$ cat config.mk
export PLATFORM = sky130hd
export DESIGN_NAME = edge_scroll_event_remapper_top_flat
export DESIGN_NICKNAME = d
export VERILOG_FILES = /design/src/esr_pkg.sv /design/src/esr_channels.sv /design/src/edge_scroll_event_remapper_top.sv /design/src/esr_csr_regs.sv /design/src/esr_remap_core.sv /design/src/flat_wrapper.sv
export SDC_FILE = /design/constraint.sdc
export NUM_CORES = 1
export LEC_CHECK = 0
export ABC_CLOCK_PERIOD_IN_PS = 6000
export BUFFER_PORTS_ARGS = -buffer_cell sky130_fd_sc_hd__buf_2
export CORE_ASPECT_RATIO = 0.5
export CORE_MARGIN = 1
export CORE_UTILIZATION = 62
export DETAILED_ROUTE_END_ITERATION = 12
export GPL_TIMING_DRIVEN = 0
export PLACE_DENSITY = 0.83
export SETUP_SLACK_MARGIN = 0.4
export SLEW_MARGIN = 0
export SYNTH_ARGS = -nofsm -noshare
export SYNTH_HDL_FRONTEND = slang
export SYNTH_SLANG_ARGS = --single-unit
$ cat constraint.sdc
create_clock -name clock -period 6 [get_ports clock]
set_input_delay 0 -clock clock [delete_from_list [all_inputs] [get_ports clock]]
set_output_delay 0 -clock clock [all_outputs]
set_load 0.02 [all_outputs]
$ cat src/esr_pkg.sv
// Shared types, widths and event codes for the edge scroll event remapper.
`timescale 1ns / 1ps

package esr_pkg;

   localparam int TYPE_W  = 5;
   localparam int CODE_W  = 10;
   localparam int VALUE_W = 16;
   localparam int CSR_IDX_W  = 3;
   localparam int CSR_DATA_W = 16;

   localparam logic [TYPE_W-1:0] EV_TYPE_KEY = 5'd1;
   localparam logic [TYPE_W-1:0] EV_TYPE_REL = 5'd2;
   localparam logic [TYPE_W-1:0] EV_TYPE_ABS = 5'd3;

   localparam logic [CODE_W-1:0] EV_CODE_TOUCH   = 10'h14A;
   localparam logic [CODE_W-1:0] EV_CODE_BUTTON0 = 10'h100;
   localparam logic [CODE_W-1:0] EV_CODE_REL_X   = 10'd0;
   localparam logic [CODE_W-1:0] EV_CODE_REL_Y   = 10'd1;

   localparam logic signed [VALUE_W-1:0] VALUE_MIN = 16'sh8000;
   localparam logic signed [VALUE_W-1:0] VALUE_MAX = 16'sh7FFF;

   typedef enum logic [CSR_IDX_W-1:0] {
      CSR_POSITION_AXIS = 3'd0,
      CSR_MOVE_AXIS     = 3'd1,
      CSR_SCROLL_AXIS   = 3'd2,
      CSR_EDGE_LOW      = 3'd3,
      CSR_EDGE_HIGH     = 3'd4,
      CSR_INVERT        = 3'd5
   } csr_index_type;

   typedef struct packed {
      logic [CODE_W-1:0]         position_axis_code;
      logic [CODE_W-1:0]         move_axis_code;
      logic [CODE_W-1:0]         scroll_axis_code;
      logic signed [VALUE_W-1:0] edge_low;
      logic signed [VALUE_W-1:0] edge_high;
      logic                      invert_scroll;
   } cfg_type;

   localparam cfg_type CFG_RESET = '{
      position_axis_code: 10'd0,
      move_axis_code:     10'd1,
      scroll_axis_code:   10'd8,
      edge_low:           16'sd0,
      edge_high:          16'sh7FFF,
      invert_scroll:      1'b0
   };

endpackage

$ cat src/esr_channels.sv
// Valid/ready channel interfaces for events, results and register writes.
`timescale 1ns / 1ps

interface esr_event_if;
   import esr_pkg::*;
   logic                      valid;
   logic                      ready;
   logic [TYPE_W-1:0]         event_type;
   logic [CODE_W-1:0]         event_code;
   logic signed [VALUE_W-1:0] event_value;

   modport source (output valid, event_type, event_code, event_value, input ready);
   modport sink (input valid, event_type, event_code, event_value, output ready);
endinterface

interface esr_result_if;
   import esr_pkg::*;
   logic                      valid;
   logic                      ready;
   logic [TYPE_W-1:0]         out_type;
   logic [CODE_W-1:0]         out_code;
   logic signed [VALUE_W-1:0] out_value;
   logic                      stop_chain;

   modport source (output valid, out_type, out_code, out_value, stop_chain, input ready);
   modport sink (input valid, out_type, out_code, out_value, stop_chain, output ready);
endinterface

interface esr_csr_if;
   import esr_pkg::*;
   logic                  valid;
   logic                  ready;
   logic [CSR_IDX_W-1:0]  index;
   logic [CSR_DATA_W-1:0] data;

   modport source (output valid, index, data, input ready);
   modport sink (input valid, index, data, output ready);
endinterface

$ cat src/edge_scroll_event_remapper_top.sv
// Top level of the edge scroll event remapper.
`timescale 1ns / 1ps

// Rewrites touchpad input events so that a touch starting in an edge band
// turns relative motion into scroll events.
// Channels:
//   req_evt  - input events (type, code, value), valid/ready.
//   rsp_evt  - one result per event: type, code, value and stop flag.
//   csr_wr   - register writes (index, data); always ready, write only
//              while no event is in flight.
// The result is registered: it appears in the cycle after its event is taken.
// Throughput: one event per cycle; the single result register sets this,
// and an event is still taken in the cycle its predecessor's result leaves.
// When the receiver stalls, the result holds and the input stops taking
// events until the result register drains.
// Reset clears the touch latch, scroll mode and the result register and
// loads the register defaults.
module edge_scroll_event_remapper_top (
   input logic          clock,
   input logic          reset,
   esr_event_if.sink    req_evt,
   esr_result_if.source rsp_evt,
   esr_csr_if.sink      csr_wr
);
   import esr_pkg::*;

   cfg_type cfg;

   esr_csr_regs u_csr_regs (
      .clock (clock),
      .reset (reset),
      .csr   (csr_wr),
      .cfg   (cfg)
   );

   esr_remap_core u_remap_core (
      .clock (clock),
      .reset (reset),
      .cfg   (cfg),
      .req   (req_evt),
      .rsp   (rsp_evt)
   );

endmodule

$ cat src/esr_csr_regs.sv
// Configuration register file written through the register write channel.
`timescale 1ns / 1ps

module esr_csr_regs (
   input  logic             clock,
   input  logic             reset,
   esr_csr_if.sink          csr,
   output esr_pkg::cfg_type cfg
);
   import esr_pkg::*;

   cfg_type cfg_ff;
   cfg_type cfg_in;

   assign csr.ready = 1'b1;
   assign cfg       = cfg_ff;

   always_comb begin
      cfg_in = cfg_ff;
      if (csr.valid) begin
         case (csr.index)
            CSR_POSITION_AXIS: cfg_in.position_axis_code = csr.data[CODE_W-1:0];
            CSR_MOVE_AXIS:     cfg_in.move_axis_code     = csr.data[CODE_W-1:0];
            CSR_SCROLL_AXIS:   cfg_in.scroll_axis_code   = csr.data[CODE_W-1:0];
            CSR_EDGE_LOW:      cfg_in.edge_low           = $signed(csr.data[VALUE_W-1:0]);
            CSR_EDGE_HIGH:     cfg_in.edge_high          = $signed(csr.data[VALUE_W-1:0]);
            CSR_INVERT:        cfg_in.invert_scroll      = csr.data[0];
            default:           cfg_in = cfg_ff; // drop writes past the last register
         endcase
      end
   end

   always_ff @(posedge clock) begin
      if (reset) begin
         cfg_ff <= CFG_RESET;
      end else begin
         cfg_ff <= cfg_in;
      end
   end

endmodule

$ cat src/esr_remap_core.sv
// Touch state tracking, event rewrite and the result register.
`timescale 1ns / 1ps

module esr_remap_core (
   input  logic             clock,
   input  logic             reset,
   input  esr_pkg::cfg_type cfg,
   esr_event_if.sink        req,
   esr_result_if.source     rsp
);
   import esr_pkg::*;

   logic signed [VALUE_W-1:0] touch_position_ff, touch_position_in;
   logic                      position_valid_ff, position_valid_in;
   logic                      scroll_active_ff, scroll_active_in;

   logic                      rsp_valid_ff, rsp_valid_in;
   logic [TYPE_W-1:0]         rsp_type_ff;
   logic [CODE_W-1:0]         rsp_code_ff, rsp_code_in;
   logic signed [VALUE_W-1:0] rsp_value_ff, rsp_value_in, value_neg;
   logic                      rsp_stop_ff, rsp_stop_in;

   logic fire;
   logic is_abs, is_touch, is_press, in_band;

   // take a new transaction whenever the result register is free or draining
   assign req.ready = !rsp_valid_ff || rsp.ready;
   assign fire      = req.valid && req.ready;

   assign rsp.valid      = rsp_valid_ff;
   assign rsp.out_type   = rsp_type_ff;
   assign rsp.out_code   = rsp_code_ff;
   assign rsp.out_value  = rsp_value_ff;
   assign rsp.stop_chain = rsp_stop_ff;

   assign is_abs   = (req.event_type == EV_TYPE_ABS);
   assign is_touch = (req.event_type == EV_TYPE_KEY) && (req.event_code == EV_CODE_TOUCH);
   assign is_press = (req.event_type == EV_TYPE_KEY) && (req.event_code == EV_CODE_BUTTON0)
                     && (req.event_value != '0);
   assign in_band  = position_valid_ff && (touch_position_ff >= cfg.edge_low)
                     && (touch_position_ff <= cfg.edge_high);
   // saturate the one value whose negation does not fit
   assign value_neg = (req.event_value == VALUE_MIN) ? VALUE_MAX : -req.event_value;

   always_comb begin
      touch_position_in = touch_position_ff;
      position_valid_in = position_valid_ff;
      scroll_active_in  = scroll_active_ff;
      rsp_code_in  = req.event_code;
      rsp_value_in = req.event_value;
      rsp_stop_in  = 1'b0;

      if (is_abs) begin
         if (req.event_code == cfg.position_axis_code) begin
            touch_position_in = req.event_value;
            position_valid_in = 1'b1;
         end
         rsp_value_in = '0;
         rsp_stop_in  = 1'b1;
      end else if (is_touch) begin
         if (req.event_value != '0) begin
            scroll_active_in = in_band;
         end else begin
            scroll_active_in  = 1'b0;
            position_valid_in = 1'b0;
         end
      end else if (scroll_active_ff && is_press) begin
         scroll_active_in = 1'b0;
      end else if (scroll_active_ff && (req.event_type == EV_TYPE_REL)) begin
         if (req.event_code == cfg.move_axis_code) begin
            rsp_code_in = cfg.scroll_axis_code;
            if (cfg.invert_scroll) begin
               rsp_value_in = value_neg;
            end
         end else if ((req.event_code == EV_CODE_REL_X) || (req.event_code == EV_CODE_REL_Y)) begin
            rsp_value_in = '0;
         end
      end

      if (fire) begin
         rsp_valid_in = 1'b1;
      end else if (rsp.ready) begin
         rsp_valid_in = 1'b0;
      end else begin
         rsp_valid_in = rsp_valid_ff;
      end
   end

   always_ff @(posedge clock) begin
      if (reset) begin
         touch_position_ff <= '0;
         position_valid_ff <= 1'b0;
         scroll_active_ff  <= 1'b0;
         rsp_valid_ff      <= 1'b0;
      end else begin
         rsp_valid_ff <= rsp_valid_in;
         if (fire) begin
            touch_position_ff <= touch_position_in;
            position_valid_ff <= position_valid_in;
            scroll_active_ff  <= scroll_active_in;
         end
      end
   end

   // payload holds while the receiver stalls
   always_ff @(posedge clock) begin
      if (fire) begin
         rsp_type_ff  <= req.event_type;
         rsp_code_ff  <= rsp_code_in;
         rsp_value_ff <= rsp_value_in;
         rsp_stop_ff  <= rsp_stop_in;
      end
   end

endmodule

$ cat src/flat_wrapper.sv
// flat-port wrapper written by rule: the top's interface ports become plain ports
module edge_scroll_event_remapper_top_flat import esr_pkg::*;
  (clock, reset, req_evt_valid, req_evt_event_type, req_evt_event_code, req_evt_event_value, req_evt_ready, rsp_evt_valid, rsp_evt_out_type, rsp_evt_out_code, rsp_evt_out_value, rsp_evt_stop_chain, rsp_evt_ready, csr_wr_valid, csr_wr_index, csr_wr_data, csr_wr_ready);
  esr_event_if req_evt_i ();
  esr_result_if rsp_evt_i ();
  esr_csr_if csr_wr_i ();
  input logic clock;
  input logic reset;
  input wire logic [$bits(req_evt_i.valid)-1:0] req_evt_valid;
  input wire logic [$bits(req_evt_i.event_type)-1:0] req_evt_event_type;
  input wire logic [$bits(req_evt_i.event_code)-1:0] req_evt_event_code;
  input wire logic [$bits(req_evt_i.event_value)-1:0] req_evt_event_value;
  output wire logic [$bits(req_evt_i.ready)-1:0] req_evt_ready;
  output wire logic [$bits(rsp_evt_i.valid)-1:0] rsp_evt_valid;
  output wire logic [$bits(rsp_evt_i.out_type)-1:0] rsp_evt_out_type;
  output wire logic [$bits(rsp_evt_i.out_code)-1:0] rsp_evt_out_code;
  output wire logic [$bits(rsp_evt_i.out_value)-1:0] rsp_evt_out_value;
  output wire logic [$bits(rsp_evt_i.stop_chain)-1:0] rsp_evt_stop_chain;
  input wire logic [$bits(rsp_evt_i.ready)-1:0] rsp_evt_ready;
  input wire logic [$bits(csr_wr_i.valid)-1:0] csr_wr_valid;
  input wire logic [$bits(csr_wr_i.index)-1:0] csr_wr_index;
  input wire logic [$bits(csr_wr_i.data)-1:0] csr_wr_data;
  output wire logic [$bits(csr_wr_i.ready)-1:0] csr_wr_ready;
  assign req_evt_i.valid = req_evt_valid;
  assign req_evt_i.event_type = req_evt_event_type;
  assign req_evt_i.event_code = req_evt_event_code;
  assign req_evt_i.event_value = req_evt_event_value;
  assign req_evt_ready = req_evt_i.ready;
  assign rsp_evt_valid = rsp_evt_i.valid;
  assign rsp_evt_out_type = rsp_evt_i.out_type;
  assign rsp_evt_out_code = rsp_evt_i.out_code;
  assign rsp_evt_out_value = rsp_evt_i.out_value;
  assign rsp_evt_stop_chain = rsp_evt_i.stop_chain;
  assign rsp_evt_i.ready = rsp_evt_ready;
  assign csr_wr_i.valid = csr_wr_valid;
  assign csr_wr_i.index = csr_wr_index;
  assign csr_wr_i.data = csr_wr_data;
  assign csr_wr_ready = csr_wr_i.ready;
  edge_scroll_event_remapper_top u_core (.clock(clock), .reset(reset), .req_evt(req_evt_i), .rsp_evt(rsp_evt_i), .csr_wr(csr_wr_i));
endmodule
==> Word-level counts from Yosys, hierarchy flattened <==
Cells that the tools add are included.
{ "word_totals": {"wordCells": 82, "regBits": 114, "output_inout_bits": 35, "inputBits": 55} }
{ "classes": {"n_eq_ne": 16, "reduce_logical": 26, "n_addsub": 1, "n_lt_le_gt_ge": 2, "bitwise_logic": 1, "muxes": 22} }
{ "op_table": {"columns": ["operator", "count"], "rows": [
  ["two-way mux 16 bit", 7],
  ["two-way mux 10 bit", 5],
  ["equality test 10 bit", 2],
  ["equality test 10 x 9 -> 1 bit, second input constant", 2],
  ["equality test 16 bit, second input constant", 1],
  [">= comparator 16 bit", 1],
  ["less-or-equal comparator 16 bit", 1],
  ["negation 16 bit", 1],
  ["nonzero test 16 bit", 1],
  ["AND reduction 2 bit", 6],
  ["equality test 10 x 1 -> 1 bit, second input constant", 1],
  ["equality test 5 x 2 -> 1 bit, second input constant", 2],
  ["zero test 10 bit", 1],
  ["two-way mux 1 bit", 10],
  ["logical AND 1 bit", 8],
  ["equality test 3 x 2 -> 1 bit, second input constant", 2],
  ["equality test 3 bit, second input constant", 2],
  ["AND reduction 3 bit", 2],
  ["nonzero test 2 bit", 3],
  ["equality test 5 x 1 -> 1 bit, second input constant", 1],
  ["AND reduction 4 bit", 1],
  ["equality test 3 x 1 -> 1 bit, second input constant", 1],
  ["zero test 3 bit", 1],
  ["logical OR 1 bit", 2],
  ["4 further kinds", 4]
]} }

==> Logic depth before layout (Yosys ltp) <==
{ "logic_depth": {"word_depth": 7, "mapped_depth": 9, "depth_no_buf": 8} }

==> By module <==
From an unflattened synthesis, not the netlist that was laid out.
{ "hier_totals": {"hier_cells": 646, "hier_area_um2": 6190.9} }
{ "modules_own_cells": {"columns": ["mod", "area_each_um2", "cells_each", "seq_area_each_um2", "instances"], "rows": [
  ["esr_remap_core", 3590.9, 396, 1341.3, 1],
  ["esr_csr_regs", 2600.0, 250, 1261.2, 1]
]} }

==> Least setup slack after synthesis <==
No wires, ideal clock.
{ "synth_path": {"kind": "register to register", "start": "register u_core.u_remap_core.rsp_valid_ff (netlist: u_core.u_remap_core.rsp.valid)", "end": "register u_core.u_remap_core.touch_position_ff[7]", "required_ps": 5872, "period_less_slack_ps": 2780, "arrival_time_ps": 2653, "setup_slack_ps": 3220, "stages_incl_launch_ff": 9, "n_path_buf": 2, "setup_ps": 128, "path_cell_list": "dfxtp_1 > nand2b_1 > and2_1 > nand3_1 > or4_1 > buf_2 > buf_4 > mux2i_1 > nor2_1"} }
{ "synth_via": {"elab_chain_len": 4} }
{ "synth_rtl": {"columns": ["element", "line", "text"], "rows": [
  ["from (decl)", "esr_remap_core.sv:17", "logic rsp_valid_ff, rsp_valid_in;"],
  ["from (signal assigned)", "esr_remap_core.sv:96", "rsp_valid_ff <= rsp_valid_in;"],
  ["zero test 1 bit", "esr_remap_core.sv:27", "assign req.ready = !rsp_valid_ff || rsp.ready;"],
  ["logical OR 1 bit", "esr_remap_core.sv:27", null],
  ["via req_evt_ready", "flat_wrapper.sv:13", "output wire logic [$bits(req_evt_i.ready)-1:0] req_evt_ready;"],
  ["logical AND 1 bit", "esr_remap_core.sv:28", "assign fire = req.valid && req.ready;"],
  ["via u_core.u_remap_core.fire", "esr_remap_core.sv:23", "logic fire;"],
  ["AND reduction 3 bit (no source line)", null, null],
  ["to (signal assigned)", "esr_remap_core.sv:98", "touch_position_ff <= touch_position_in;"],
  ["to (decl)", "esr_remap_core.sv:13", "logic signed [VALUE_W-1:0] touch_position_ff, touch_position_in;"]
]} }
The timed path passes the listed nets, and every way through them passes these cells.
A chain may end at the register's enable or synchronous reset.

==> Worst setup path in the final report <==
{ "layout_path": {"start": "register u_core.u_csr_regs.cfg_ff (netlist bit u_core.u_csr_regs.cfg[46])", "end": "register u_core.u_remap_core.rsp_code_ff[5] (netlist: u_core.u_remap_core.rsp.out_code[5]) (data pin)"} }
{ "layout_via": {"elab_chain_len": 6} }
{ "layout_rtl": {"columns": ["element", "line", "text"], "rows": [
  ["from (decl)", "esr_csr_regs.sv:12", "cfg_type cfg_ff;"],
  ["from (signal assigned)", "esr_csr_regs.sv:37", "cfg_ff <= cfg_in;"],
  ["equality test 10 bit", "esr_remap_core.sv:70", "if (req.event_code == cfg.move_axis_code) begin"],
  ["two-way mux 10 bit", "esr_remap_core.sv:70", null],
  ["two-way mux 10 bit", "esr_remap_core.sv:69", "end else if (scroll_active_ff && (req.event_type == EV_TYPE_REL)) begin"],
  ["two-way mux 10 bit", "esr_remap_core.sv:67", "end else if (scroll_active_ff && is_press) begin"],
  ["two-way mux 10 bit", "esr_remap_core.sv:60", "end else if (is_touch) begin"],
  ["two-way mux 10 bit", "esr_remap_core.sv:53", "if (is_abs) begin"],
  ["via u_core.u_remap_core.rsp_code_in[5]", "esr_remap_core.sv:19", "logic [CODE_W-1:0] rsp_code_ff, rsp_code_in;"],
  ["to (signal assigned)", "esr_remap_core.sv:109", "rsp_code_ff <= rsp_code_in;"],
  ["to (decl)", "esr_remap_core.sv:19", null]
]} }
The timed path passes the listed nets, and every way through them passes these cells.

==> qor.yml <==
status: "completed"
path_clk_slew_ns: 0.06
most-common-layout-cells: "nand2_1 (123), buf_2 (87), dfxtp_1 (82)"
dp_hpwl_um: 11800
clk_path_buf_depth: 2
min_to: "u_core.u_remap_core.rsp.out_code[4]$_DFFE_PP_"
finClkSkew_ns: 0.00989
initial_utilization_pct: 65.5
worstPathCellList: "xor2_1 -> nor4_1 -> nand3_2 -> nor2_4 -> buf_2 -> mux2_2"
cts_resized: 0
tns_ns: 0
final_max_slew_viol_count: 0
fmax_mhz: 356
vias: 5724
reg2reg_to: "u_core.u_remap_core.rsp.out_code[5]$_DFFE_PP_"
power_mw: 2.06
syn_area_sq_um: 5870
hold_path_class: "in -> reg"
ff2ff_setup_slack_ns: 3.19
hp-start: "req_evt_event_code[4]"
crit_fanout: 10
insertion_delay_ns: 0.41
ios: 90
rsz0062_at_grt: "false"
worstPathRequired_ns: 6.16
ys_ff_latch: 114
placed_cell_area_sq_um: 6440
vias_per_cell: 6.10
drive_above_1_share_pct: 17.5
crit_buf_inv: 1
dieArea_sq_um: 9880
cellPowerDensity_nw_per_um2: 277
clock_sinks: 114
cp_top_family: "simple AND/OR/NAND/NOR gates"
finalHoldViolCount: 0
synth.distinct_cells: 61
p_leak_nw: 3.22
worstSetupStartpointType: "flip-flop"
grt_pass1_wl_um: 27600
final_common_cell: "nand2_1"
synth-edff-count: 32
h-tree-depth: 4
portBuffers: 85
avgSynthCellArea_sq_um: 8.81
core_sq_um: 8950
synth_fp_nets: 754
grt_usage_pct: 37.4
dieHeight_um: 70.8
reg2reg_depth: 6
place_congestion: 0.931
stdcell_area_sq_um: 7450
ys_warn_count: 0
die_w_um: 140
reg2reg_from: "u_core.u_csr_regs.cfg[46]$_SDFFE_PP0P_"
cts_made_buffers: 17
slowest_delay_ns: 0.66
root_buffer: "clkbuf_16"
seq_area_frac_synth_pct: 44.4
drv_cap: 0
max_slew_margin_pct: 20.2
grt_pass1_vias: 5316
cts_tree: "yes"
peakVddDrop_mv: 0.199
wl_um: 18000
antenna_found_initial: 0
ys_async_sr_fraction_pct: 0
drtIter0Drc: 828
rows: 24
syn_inst: 666
cts_setup_buffers: 0
ys.flop_type: "dfxtp_1"
antenna-diode-count: 0
criticalPathCategory: "reg -> reg"
holdBufCountCts: 40
grt_overflow: 0
hold_path_depth: 2
finalNetCount: 898
syn_to_final_growth_pct: 27.0
timing.final.crit_period_ns: 2.81
cp-end-kind: "flip-flop"
drc: 0
worst_path_max_delay_cell: "nor4_1"
grt_max_degree: 34
worst_pin_slew_ns: 1.19
postRouteAntennaNets: 0
arrival_ns: 2.96
wl_per_cell_um: 19.1
setup_violations: 0
dr.pass1.iters: 5
post-route-period-util_pct: 46.8
power breakdown:
part | total (mW) | switching [mW] | internal (mW) | leakage, nW
combinational | 0.197 | 0.123 | 0.0741 | 1.95
sequential | 0.827 | 0.00887 | 0.818 | 0.975
clock | 1.04 | 0.360 | 0.677 | 0.302
flip-flops by register name, indices dropped and copies added, names as in the netlist:
name and flops:
u_core.u_remap_core.rsp.stop_chain 1, u_core.u_remap_core.scroll_active_ff 1, u_core.u_remap_core.rsp.out_value 16, u_core.u_remap_core.rsp.out_type 5, u_core.u_remap_core.rsp.valid 1, u_core.u_remap_core.touch_position_ff 16
u_core.u_remap_core.position_valid_ff 1, u_core.u_csr_regs.cfg 63, u_core.u_remap_core.rsp.out_code 10
routing by layer:
metal | routed length, um | vias to the layer above | track usage [%] | part of all wire, %
li1 | - | 2640 | - | -
met4 | 371 | 0 | 13.3 | 2.1
met3 | 2100 | 44 | 10.4 | 12
met2 | 7900 | 380 | 59.4 | 44
met1 | 7590 | 2660 | 49.7 | 42
met5 | 0 | - | 0 | 0
synthesized netlist by cell type, types with 7 or more instances:
cell | count | area share, %
nor3_1 | 10 | 0.85
nand3_1 | 14 | 1.2
inv_1 | 42 | 2.7
nor2_1 | 50 | 3.2
mux2_2 | 8 | 1.5
o21ai_0 | 22 | 1.9
nand2_1 | 123 | 7.9
nand4_1 | 8 | 0.85
a21oi_1 | 71 | 6.1
edfxtp_1 | 32 | 16
mux2i_1 | 18 | 3.1
ha_1 | 33 | 7.0
a211o_1 | 16 | 2.4
xor2_1 | 16 | 2.4
dfxtp_1 | 82 | 28
a31oi_1 | 7 | 0.75
clkbuf_1 | 23 | 1.5
final cells by class:
type | count | area (sq um)
Buffer | 29 | 126
Clock buffer | 22 | 507
Clock inverter | 9 | 101
Fill cell | 549 | 1500
Inverter | 42 | 158
Multi-Input combinational cell | 481 | 2980
Sequential cell | 114 | 2600
Tap cell | 117 | 146
Timing Repair Buffer | 125 | 826
worst max path at each step:
stage	end	cells past startpoint	slack [ns]	startpoint
6_report	u_core.u_remap_core.rsp.out_code[5]$_DFFE_PP_	6	3.19	u_core.u_csr_regs.cfg[46]$_SDFFE_PP0P_
5_1_grt	u_core.u_remap_core.rsp.out_value[5]$_SDFFCE_PP0P_	10	3.09	req_evt_event_value[0]
4_1_cts	u_core.u_remap_core.touch_position_ff[7]$_SDFFE_PP0P_	8	2.81	u_core.u_remap_core.rsp.valid$_SDFFE_PP0P_
3_5_place_dp	u_core.u_remap_core.touch_position_ff[13]$_SDFFE_PP0P_	8	2.88	u_core.u_remap_core.rsp.valid$_SDFFE_PP0P_
3_3_place_gp	u_core.u_remap_core.touch_position_ff[7]$_SDFFE_PP0P_	8	2.95	u_core.u_remap_core.rsp.valid$_SDFFE_PP0P_
2_1_floorplan	u_core.u_remap_core.touch_position_ff[7]$_SDFFE_PP0P_	8	3.22	u_core.u_remap_core.rsp.valid$_SDFFE_PP0P_
cell families (layout without fill, tap and decap cells):
group                    after synthesis  after routing  share of synthesized area, %
adder cells (fa/ha/maj)               33             33                          7.04
AND/OR/NAND/NOR                      248            248                          19.6
XOR/XNOR                              20             20                          2.99
AO/OA/AOI/OAI                        153            153                          16.5
buffers and inverters                 71            227                          4.84
flip-flops                           114            114                          44.4
other                                  1              1                        0.0639
multiplexers                          26             26                          4.61
stage by stage:
stage | hold WS (ns) | setup slack (ns) | util, % | std cells
after floorplan | 0.0989 | 3.22 | - | 666
after global placement | 0.208 | 2.95 | 71.9 | 868
after detailed placement | 0.212 | 2.88 | 71.9 | 868
after CTS | 0.00879 | 2.81 | 83.2 | 939
after global routing | 0.0228 | 3.09 | 83.2 | 939
final | 0.0284 | 3.19 | 83.2 | 939
(Power assumes the default switching activity.)
